`config.mk`:
```
export PLATFORM = sky130hd
export DESIGN_NAME = rgb_to_hsv_converter_top
export DESIGN_NICKNAME = d
export VERILOG_FILES = /design/src/design/rhc_pkg.sv /design/src/design/rgb_to_hsv_converter_top.sv /design/src/design/rhc_front.sv /design/src/design/rhc_cell.sv
export SDC_FILE = /design/constraint.sdc
export NUM_CORES = 2
export LEC_CHECK = 0
export BUFFER_PORTS_ARGS = -buffer_cell sky130_fd_sc_hd__buf_4
export CAP_MARGIN = 15
export CORE_MARGIN = 2
export CORE_UTILIZATION = 45
export CTS_CLUSTER_DIAMETER = 30
export CTS_CLUSTER_SIZE = 12
export DETAILED_ROUTE_END_ITERATION = 10
export HOLD_SLACK_MARGIN = 0.15
export SKIP_LAST_GASP = 1
export SYNTH_ARGS = -nofsm -noshare
export SYNTH_HDL_FRONTEND = slang
export SYNTH_HIERARCHICAL = 1
export SYNTH_SLANG_ARGS = --single-unit
```
`constraint.sdc`:
```
create_clock -name clk -period 27.5 [get_ports clk]
set_input_delay 5.5 -clock clk [delete_from_list [all_inputs] [get_ports clk]]
set_output_delay 5.5 -clock clk [all_outputs]
set_load 0.05 [all_outputs]
```
`src/design/rhc_pkg.sv`:
```
package rhc_pkg;

  // Whole degrees of hue need nine bits (0 up to 359).
  localparam int HUE_INT_BITS = 9;
  localparam int DEG60 = 60;
  localparam int DEG360 = 360;

  // Hue numerator offsets, in units of 60 degrees.
  localparam int GREEN_BASE = 2;
  localparam int BLUE_BASE = 4;
  localparam int RED_WRAP = 6;

  typedef enum logic [1:0] {
    SEC_RED,
    SEC_GREEN,
    SEC_BLUE
  } sector_t;

endpackage

```
`src/design/rgb_to_hsv_converter_top.sv`:
```
// Channel  | Handshake          | Payload
// request  | start / busy       | in_red, in_green, in_blue
// result   | out_valid (strobe) | out_hue, out_sat, out_val
//
// One pixel is taken in every cycle; busy is always low.
// A result passes two setup stages, then one cell per quotient bit of the cell
// chain that the saturation and hue dividers share.
// Reset clears only the valid bits of the stages; there is no clearing pass.
// The receiver cannot stall; each result shows for exactly one cycle.
module rgb_to_hsv_converter_top import rhc_pkg::*; #(
  parameter int CHANNEL_BITS  = 8,
  parameter int HUE_FRAC_BITS = 6
) (
  input  logic                                  clk,
  input  logic                                  rst_n,
  input  logic                                  start,
  output logic                                  busy,
  input  logic [CHANNEL_BITS-1:0]               in_red,
  input  logic [CHANNEL_BITS-1:0]               in_green,
  input  logic [CHANNEL_BITS-1:0]               in_blue,
  output logic                                  out_valid,
  output logic [HUE_INT_BITS+HUE_FRAC_BITS-1:0] out_hue,
  output logic [CHANNEL_BITS-1:0]               out_sat,
  output logic [CHANNEL_BITS-1:0]               out_val
);

  localparam int C = CHANNEL_BITS;
  localparam int HUE_BITS = HUE_INT_BITS + HUE_FRAC_BITS;
  localparam int QB = (C > HUE_BITS) ? C : HUE_BITS;
  localparam int RW = QB + C;

  logic          valid_c   [QB+1];
  logic [C-1:0]  val_c     [QB+1];
  logic [RW-1:0] sat_rem_c [QB+1];
  logic [C-1:0]  sat_div_c [QB+1];
  logic [QB-1:0] sat_q_c   [QB+1];
  logic [RW-1:0] hue_rem_c [QB+1];
  logic [C-1:0]  hue_div_c [QB+1];
  logic [QB-1:0] hue_q_c   [QB+1];

  assign busy = 1'b0;

  rhc_front #(
    .C  (C),
    .F  (HUE_FRAC_BITS),
    .RW (RW)
  ) u_front (
    .clk       (clk),
    .rst_n     (rst_n),
    .valid_i   (start & ~busy),
    .red_i     (in_red),
    .green_i   (in_green),
    .blue_i    (in_blue),
    .valid_o   (valid_c[0]),
    .val_o     (val_c[0]),
    .sat_rem_o (sat_rem_c[0]),
    .sat_div_o (sat_div_c[0]),
    .hue_rem_o (hue_rem_c[0]),
    .hue_div_o (hue_div_c[0])
  );

  assign sat_q_c[0] = '0;
  assign hue_q_c[0] = '0;

  // The first cell settles the top quotient bit.
  for (genvar k = 0; k < QB; k++) begin : g_cell
    rhc_cell #(
      .C   (C),
      .QB  (QB),
      .RW  (RW),
      .IDX (QB - 1 - k)
    ) u_cell (
      .clk       (clk),
      .rst_n     (rst_n),
      .valid_i   (valid_c[k]),
      .val_i     (val_c[k]),
      .sat_rem_i (sat_rem_c[k]),
      .sat_div_i (sat_div_c[k]),
      .sat_q_i   (sat_q_c[k]),
      .hue_rem_i (hue_rem_c[k]),
      .hue_div_i (hue_div_c[k]),
      .hue_q_i   (hue_q_c[k]),
      .valid_o   (valid_c[k+1]),
      .val_o     (val_c[k+1]),
      .sat_rem_o (sat_rem_c[k+1]),
      .sat_div_o (sat_div_c[k+1]),
      .sat_q_o   (sat_q_c[k+1]),
      .hue_rem_o (hue_rem_c[k+1]),
      .hue_div_o (hue_div_c[k+1]),
      .hue_q_o   (hue_q_c[k+1])
    );
  end

  assign out_valid = valid_c[QB];
  assign out_val   = val_c[QB];
  assign out_sat   = sat_q_c[QB][C-1:0];
  assign out_hue   = hue_q_c[QB][HUE_BITS-1:0];

endmodule

```
`src/design/rhc_front.sv`:
```
module rhc_front import rhc_pkg::*; #(
  parameter int C  = 8,
  parameter int F  = 6,
  parameter int RW = 25
) (
  input  logic          clk,
  input  logic          rst_n,
  input  logic          valid_i,
  input  logic [C-1:0]  red_i,
  input  logic [C-1:0]  green_i,
  input  logic [C-1:0]  blue_i,
  output logic          valid_o,
  output logic [C-1:0]  val_o,
  output logic [RW-1:0] sat_rem_o,
  output logic [C-1:0]  sat_div_o,
  output logic [RW-1:0] hue_rem_o,
  output logic [C-1:0]  hue_div_o
);

  localparam int NW = C + 3;
  localparam logic [RW-1:0] HUE_SCALE = RW'(DEG60) << F;

  logic          s1_valid_r, s1_valid_nxt;
  logic [C-1:0]  s1_mx_r, s1_mx_nxt;
  logic [C-1:0]  s1_delta_r, s1_delta_nxt;
  logic [NW-1:0] s1_num_r, s1_num_nxt;

  logic          s2_valid_r;
  logic [C-1:0]  s2_val_r, s2_val_nxt;
  logic [RW-1:0] s2_sat_rem_r, s2_sat_rem_nxt;
  logic [C-1:0]  s2_sat_div_r, s2_sat_div_nxt;
  logic [RW-1:0] s2_hue_rem_r, s2_hue_rem_nxt;
  logic [C-1:0]  s2_hue_div_r, s2_hue_div_nxt;

  logic [C-1:0]  mn;
  logic [NW-1:0] re, ge, be, de;
  sector_t       sector;

  // First stage: extremes, sector and a non-negative hue numerator in units of
  // 60 degrees over delta.
  always_comb begin
    s1_valid_nxt = valid_i;
    s1_mx_nxt = red_i;
    mn = red_i;
    if (green_i > s1_mx_nxt) s1_mx_nxt = green_i;
    if (blue_i > s1_mx_nxt) s1_mx_nxt = blue_i;
    if (green_i < mn) mn = green_i;
    if (blue_i < mn) mn = blue_i;
    s1_delta_nxt = s1_mx_nxt - mn;

    if (red_i == s1_mx_nxt) begin
      sector = SEC_RED;
    end else if (green_i == s1_mx_nxt) begin
      sector = SEC_GREEN;
    end else begin
      sector = SEC_BLUE;
    end

    re = NW'(red_i);
    ge = NW'(green_i);
    be = NW'(blue_i);
    de = NW'(s1_delta_nxt);
    case (sector)
      SEC_RED: begin
        if (green_i >= blue_i) begin
          s1_num_nxt = ge - be;
        end else begin
          // A negative red-sector hue wraps around by a full turn.
          s1_num_nxt = NW'(RED_WRAP) * de - (be - ge);
        end
      end
      SEC_GREEN: s1_num_nxt = (NW'(GREEN_BASE) * de + be) - re;
      SEC_BLUE:  s1_num_nxt = (NW'(BLUE_BASE) * de + re) - ge;
      default:   s1_num_nxt = '0;
    endcase
  end

  // Second stage: scale both dividends. Gray and black get a unit divisor so
  // the zero dividends give zero quotients.
  always_comb begin
    s2_val_nxt = s1_mx_r;
    s2_sat_rem_nxt = (RW'(s1_delta_r) << C) - RW'(s1_delta_r);
    s2_hue_rem_nxt = RW'(s1_num_r) * HUE_SCALE;
    if (s1_delta_r == '0) begin
      s2_sat_div_nxt = C'(1);
      s2_hue_div_nxt = C'(1);
    end else begin
      s2_sat_div_nxt = s1_mx_r;
      s2_hue_div_nxt = s1_delta_r;
    end
  end

  always_ff @(posedge clk) begin
    if (!rst_n) begin
      s1_valid_r <= 1'b0;
      s2_valid_r <= 1'b0;
    end else begin
      s1_valid_r <= s1_valid_nxt;
      s2_valid_r <= s1_valid_r;
    end
  end

  always_ff @(posedge clk) begin
    s1_mx_r      <= s1_mx_nxt;
    s1_delta_r   <= s1_delta_nxt;
    s1_num_r     <= s1_num_nxt;
    s2_val_r     <= s2_val_nxt;
    s2_sat_rem_r <= s2_sat_rem_nxt;
    s2_sat_div_r <= s2_sat_div_nxt;
    s2_hue_rem_r <= s2_hue_rem_nxt;
    s2_hue_div_r <= s2_hue_div_nxt;
  end

  assign valid_o   = s2_valid_r;
  assign val_o     = s2_val_r;
  assign sat_rem_o = s2_sat_rem_r;
  assign sat_div_o = s2_sat_div_r;
  assign hue_rem_o = s2_hue_rem_r;
  assign hue_div_o = s2_hue_div_r;

endmodule

```
`src/design/rhc_cell.sv`:
```
module rhc_cell import rhc_pkg::*; #(
  parameter int C   = 8,
  parameter int QB  = 15,
  parameter int RW  = 23,
  parameter int IDX = 0
) (
  input  logic          clk,
  input  logic          rst_n,
  input  logic          valid_i,
  input  logic [C-1:0]  val_i,
  input  logic [RW-1:0] sat_rem_i,
  input  logic [C-1:0]  sat_div_i,
  input  logic [QB-1:0] sat_q_i,
  input  logic [RW-1:0] hue_rem_i,
  input  logic [C-1:0]  hue_div_i,
  input  logic [QB-1:0] hue_q_i,
  output logic          valid_o,
  output logic [C-1:0]  val_o,
  output logic [RW-1:0] sat_rem_o,
  output logic [C-1:0]  sat_div_o,
  output logic [QB-1:0] sat_q_o,
  output logic [RW-1:0] hue_rem_o,
  output logic [C-1:0]  hue_div_o,
  output logic [QB-1:0] hue_q_o
);

  logic          valid_r;
  logic [C-1:0]  val_r;
  logic [RW-1:0] sat_rem_r, sat_rem_nxt;
  logic [C-1:0]  sat_div_r;
  logic [QB-1:0] sat_q_r, sat_q_nxt;
  logic [RW-1:0] hue_rem_r, hue_rem_nxt;
  logic [C-1:0]  hue_div_r;
  logic [QB-1:0] hue_q_r, hue_q_nxt;

  logic [RW-1:0] sat_shift, hue_shift;
  logic          sat_take, hue_take;

  // One restoring step per divider: this cell decides quotient bit IDX.
  always_comb begin
    sat_shift   = RW'(sat_div_i) << IDX;
    hue_shift   = RW'(hue_div_i) << IDX;
    sat_take    = sat_rem_i >= sat_shift;
    hue_take    = hue_rem_i >= hue_shift;
    sat_rem_nxt = sat_take ? sat_rem_i - sat_shift : sat_rem_i;
    hue_rem_nxt = hue_take ? hue_rem_i - hue_shift : hue_rem_i;
    sat_q_nxt   = sat_q_i | (QB'(sat_take) << IDX);
    hue_q_nxt   = hue_q_i | (QB'(hue_take) << IDX);
  end

  always_ff @(posedge clk) begin
    if (!rst_n) begin
      valid_r <= 1'b0;
    end else begin
      valid_r <= valid_i;
    end
  end

  always_ff @(posedge clk) begin
    val_r     <= val_i;
    sat_rem_r <= sat_rem_nxt;
    sat_div_r <= sat_div_i;
    sat_q_r   <= sat_q_nxt;
    hue_rem_r <= hue_rem_nxt;
    hue_div_r <= hue_div_i;
    hue_q_r   <= hue_q_nxt;
  end

  assign valid_o   = valid_r;
  assign val_o     = val_r;
  assign sat_rem_o = sat_rem_r;
  assign sat_div_o = sat_div_r;
  assign sat_q_o   = sat_q_r;
  assign hue_rem_o = hue_rem_r;
  assign hue_div_o = hue_div_r;
  assign hue_q_o   = hue_q_r;

endmodule

```
* After elaboration in Yosys (flattened, before gate mapping)
Cells that the tools add are included.
** Cells by class
- Add/subtract/negate cells :: 37
- Equality and inequality tests :: 4
- Reductions and logical operators :: 2
- Mux-type cells :: 36
- Bitwise logic cells :: 28
- $lt $le $gt $ge :: 35
- Multiply operators :: 2
** Operators by type and width (number)
- 23-bit two-way mux :: 28
- 23-bit by 10-bit >= comparator with 1-bit output :: 2
- 23-bit by 11-bit >= comparator with 1-bit output :: 2
- 23-bit by 12-bit >= comparator with 1-bit output :: 2
- 23-bit by 13-bit >= comparator with 1-bit output :: 2
- 23-bit by 14-bit >= comparator with 1-bit output :: 2
- 23-bit by 15-bit >= comparator with 1-bit output :: 2
- 23-bit by 16-bit >= comparator with 1-bit output :: 2
- 23-bit by 17-bit >= comparator with 1-bit output :: 2
- 23-bit by 18-bit >= comparator with 1-bit output :: 2
- 23-bit by 19-bit >= comparator with 1-bit output :: 2
- 23-bit by 20-bit >= comparator with 1-bit output :: 2
- 23-bit by 21-bit >= comparator with 1-bit output :: 2
- 23-bit by 22-bit >= comparator with 1-bit output :: 2
- 23-bit by 8-bit >= comparator with 1-bit output :: 2
- 23-bit by 9-bit >= comparator with 1-bit output :: 2
- 23-bit by 10-bit subtractor with 23-bit output :: 2
- 23-bit by 11-bit subtractor with 23-bit output :: 2
- 23-bit by 12-bit subtractor with 23-bit output :: 2
- 23-bit by 13-bit subtractor with 23-bit output :: 2
- 23-bit by 14-bit subtractor with 23-bit output :: 2
- 23-bit by 15-bit subtractor with 23-bit output :: 2
- 23-bit by 16-bit subtractor with 23-bit output :: 2
- 23-bit by 17-bit subtractor with 23-bit output :: 2
- other kinds (51) :: 70
** Word-level totals
- Bits of input ports :: 27
- Output and inout port bits :: 33
- Bits in registers :: 1417

* Logic depth before layout (Yosys ltp)
- Depth after elaboration :: 9
- Mapped depth :: 41
- Depth with buffers taken out :: 39

* Cells and area by module
Netlist, hierarchy kept.
** By module, submodules not included
- rhc_front :: area each 7469.7 um2, instances 1, cells an instance 835
- rhc_cell at g_cell[14].u_cell :: area each 3781.1 um2, instances 1, cells an instance 326
- rhc_cell at g_cell[10].u_cell :: area each 3741.1 um2, instances 1, cells an instance 342
- rhc_cell at g_cell[13].u_cell :: area each 3673.5 um2, instances 1, cells an instance 346
- rhc_cell at g_cell[12].u_cell :: area each 3627.2 um2, instances 1, cells an instance 327
- rhc_cell at g_cell[11].u_cell :: area each 3590.9 um2, instances 1, cells an instance 324
- rhc_cell at g_cell[9].u_cell :: area each 3589.7 um2, instances 1, cells an instance 310
- rhc_cell at g_cell[5].u_cell :: area each 3492.1 um2, instances 1, cells an instance 306
- rhc_cell at g_cell[6].u_cell :: area each 3488.3 um2, instances 1, cells an instance 290
- rhc_cell at g_cell[8].u_cell :: area each 3439.5 um2, instances 1, cells an instance 296
- rhc_cell at g_cell[3].u_cell :: area each 3389.5 um2, instances 1, cells an instance 276
- rhc_cell at g_cell[4].u_cell :: area each 3370.7 um2, instances 1, cells an instance 285
- rhc_cell at g_cell[7].u_cell :: area each 3337.0 um2, instances 1, cells an instance 287
- rhc_cell at g_cell[1].u_cell :: area each 3260.6 um2, instances 1, cells an instance 256
- +3 rows

* Least setup slack after synthesis
OpenSTA, ideal clock, no wires.
- Kind :: input to register
- Start point :: input in_red[2]
- End point :: register u_front.s1_num_r[10]
- Path buffers :: 1
- Data required time :: 27428 ps
- Setup slack :: 14657 ps
- Stages :: 39
- Arrival :: 12771 ps
- Path through :: inv_1 > ha_1 > nand4_1 > nor2_1 > a211oi_1 > nor2_1 > clkbuf_1 > nor2_1 > a21oi_1 > ha_1 > and4_1 > nand2_1 > a2111oi_0 > nor3_1 > o31ai_4 > nand2_4 > mux2_4 > inv_1 > (+3 left out) > nand2b_1 > o211a_2 > xnor2_1 > ha_1 > a21oi_1 > o21a_1 > xor2_1 > ha_1 > a21boi_0 > o21ai_0 > nand2b_1 > a21o_1 > a21oi_1 > xnor2_1 > a31o_2 > a31oi_1 > o211ai_1 > mux2i_1
** Between the ends
- Word-level cells in the longest chain between the ends :: 9
** RTL lines
- from (decl) :: line rgb_to_hsv_converter_top.sv:18 : input logic [CHANNEL_BITS-1:0] in_red,
- 8-bit > comparator :: line rhc_front.sv:45 : if (green_i > s1_mx_nxt) s1_mx_nxt = green_i;
- 8-bit two-way mux (*) :: line rhc_front.sv:45
- 8-bit > comparator :: line rhc_front.sv:46 : if (blue_i > s1_mx_nxt) s1_mx_nxt = blue_i;
- 8-bit two-way mux (*) :: line rhc_front.sv:46
- net u_front.s1_mx_nxt[0] :: line rhc_front.sv:24 : logic [C-1:0] s1_mx_r, s1_mx_nxt;
- 8-bit subtractor or 8-bit == test (tied branches) :: line rhc_front.sv:49, rhc_front.sv:53
- 2-bit by 8-bit multiplier with 10-bit output or 2-bit two-way mux (tied branches) :: line rhc_front.sv:69, rhc_front.sv:53
- 11-bit subtractor or 2-bit two-way mux (tied branches) :: line rhc_front.sv:69, rhc_front.sv:51
- 11-bit two-way mux (tied with other cells) :: line rhc_front.sv:65 : if (green_i >= blue_i) begin
- 11-bit case mux with 3 select lines (*) :: line rhc_front.sv:63 : case (sector)
- net u_front.s1_num_nxt[10] :: line rhc_front.sv:26 : logic [NW-1:0] s1_num_r, s1_num_nxt;
- to (signal assigned) :: line rhc_front.sv:106 : s1_num_r <= s1_num_nxt;
- to (decl) :: line rhc_front.sv:26
Mark *: on every way through the listed nets, which the timed path passes. The rest lies on a longest branch.
A chain may end at the register's enable or synchronous reset.

* Worst setup path after layout
- Start point :: input in_red[7]
- End point :: register u_front.s1_num_r[10]
Same word-level chain as after synthesis.

==> qor.csv <==
metric,value,unit
status,"finished, final reports clean",
final_common_cell,dfxtp_1,
timing.max_cap.violations,0,
fin_util,55.4,%
worstPathMaxFanout,12,
endpoint_kind,flop,
syn-cell-area,0.0552,mm^2
ioPinCount,60,
core,0.122,mm^2
route.antenna.remaining_nets,0,
fin_crit_sh,50.1,%
hold_path.class,reg2reg,
clkTransAtPathRegs,50,ps
fin_nets,5751,
first_iter_violations,1898,
gp_congestion,0.862,
syn_avg_cell_area,11.0,um^2
grt_pass1_vias,36300,
crit_arrival,14470,ps
critPathMaxStageDelay,720,ps
skew,54.9,ps
clock.fmax,0.0726,GHz
layout-drive-gt1-share,15.9,%
syn_inst,5019,
maxSlewHeadroom,28.1,%
rsz0062_at_grt,no,
insertion_delay,860,ps
rows,128,
final_cell_area,0.0674,mm^2
critPathRequiredTime,28190,ps
drc,0,
cts.htree.levels,5,
io_buffers,58,
dpl.hpwl,77.5,mm
cts-buffers-inserted,296,
chipHeight,354,um
post_drt_wl_per_cell,14.8,um
grt_max_degree,27,
postCtsResizedCells,0,
worstMarginPinSlew,1080,ps
clockBufferDepth,4,
antenna_found_initial,0,
crit_top_cell,ha_1,
grt.total_usage,16.9,%
fin_setup_tns,0,ps
initial_core_util,45.3,%
cpMaxStageDelayCell,nor2_1,
drt_wl_total,106,mm
dieArea,0.125,mm^2
drt-pass1-iter-count,7,
synthToLayoutAreaGrowth,22.2,%
whs,267,ps
clock-sinks,1433,
min_period,13780,ps
clk_root_buffer_cell,clkbuf_16,
layout_common_cells,"dfxtp_1 (1,433), inv_1 (405), ha_1 (337), clkbuf_16 (302), nor2_1 (240)",
cts_tree,yes,
grt_pass1_wl,176,mm
chipWidth,354,um
cts_hold_buffers,0,
reg2reg_slack,23650,ps
num_vias,35600,
drv_slew,0,
setup_viol_count_final,0,
grt.overflow.total,0,
synth.yosys.warnings,6,
start_kind,primary input,
post-cts-setup-buffer-count,0,
place_area,0.0572,mm^2
critPathKind,in2reg,
hold_viol,0,
diodes,0,
vias_per_cell,4.96,
## area by class of cell
cell class                 count  area [um^2]
inverter                     407         1530
clock inverter               166         2180
tap                         1625         2030
fill                       10500        54300
sequential                  1433        28700
multi-input combinational   3118        24500
timing repair buffer          64          478
clock buffer                 350         8010
## registers in the layout, indices dropped and copies added (netlist names)
signal	count
u_front/s1_delta_r	8
u_front/val_o	8
u_front/valid_o	1
g_cell.u_cell/valid_o	15
g_cell.u_cell/sat_q_o	120
g_cell.u_cell/sat_div_o	112
u_front/sat_rem_o	17
u_front/hue_div_o	8
u_front/s1_num_r	11
u_front/hue_rem_o	15
u_front/s1_mx_r	8
g_cell.u_cell/hue_div_o	112
g_cell.u_cell/val_o	120
g_cell.u_cell/hue_rem_o	322
u_front/sat_div_o	8
g_cell.u_cell/hue_q_o	225
g_cell.u_cell/sat_rem_o	322
u_front/s1_valid_r	1
## critical path, delay by kind of cell
family / cells / cell delay (ps)
buffers and inverters: 3 / 290
xor gates and xnor gates: 3 / 890
AOI/OAI and AO/OA: 14 / 3370
adders and majority gates: 6 / 1960
and+or+nand+nor: 10 / 2100
muxes: 2 / 380
## stage by stage
step	setup WS [ps]	std cells
after floorplan	14660	5050
after global placement	13020	6646
after detailed placement	12930	6646
after CTS	13820	7162
after global routing	13020	7163
final	13720	7163
## worst paths after layout
path | startpoint | end | cells after the start
worst max register to register | u_front/s1_num_r[2] | u_front/hue_rem_o[22] | 16
worst min-delay path | g_cell[11].u_cell/hue_q_o[11] | g_cell[12].u_cell/hue_q_o[11] | 0
worst min register to register | g_cell[11].u_cell/hue_q_o[11] | g_cell[12].u_cell/hue_q_o[11] | 0
worst max-delay path | in_red[7] | u_front/s1_num_r[10] | 38
## per-layer routing
| metal | vias up | global-route usage (%) | share of wire [%] |
|---|---|---|---|
| met4 | 0 | 8.41 | 3.7 |
| met5 | - | 0 | 0 |
| li1 | 18200 | - | - |
| met1 | 16500 | 20.3 | 44 |
| met3 | 280 | 3.38 | 3.8 |
| met2 | 635 | 28.9 | 48 |
Power is not shown: default switching activity piles up to over one toggle a cycle in this logic, so the estimate is an artifact.
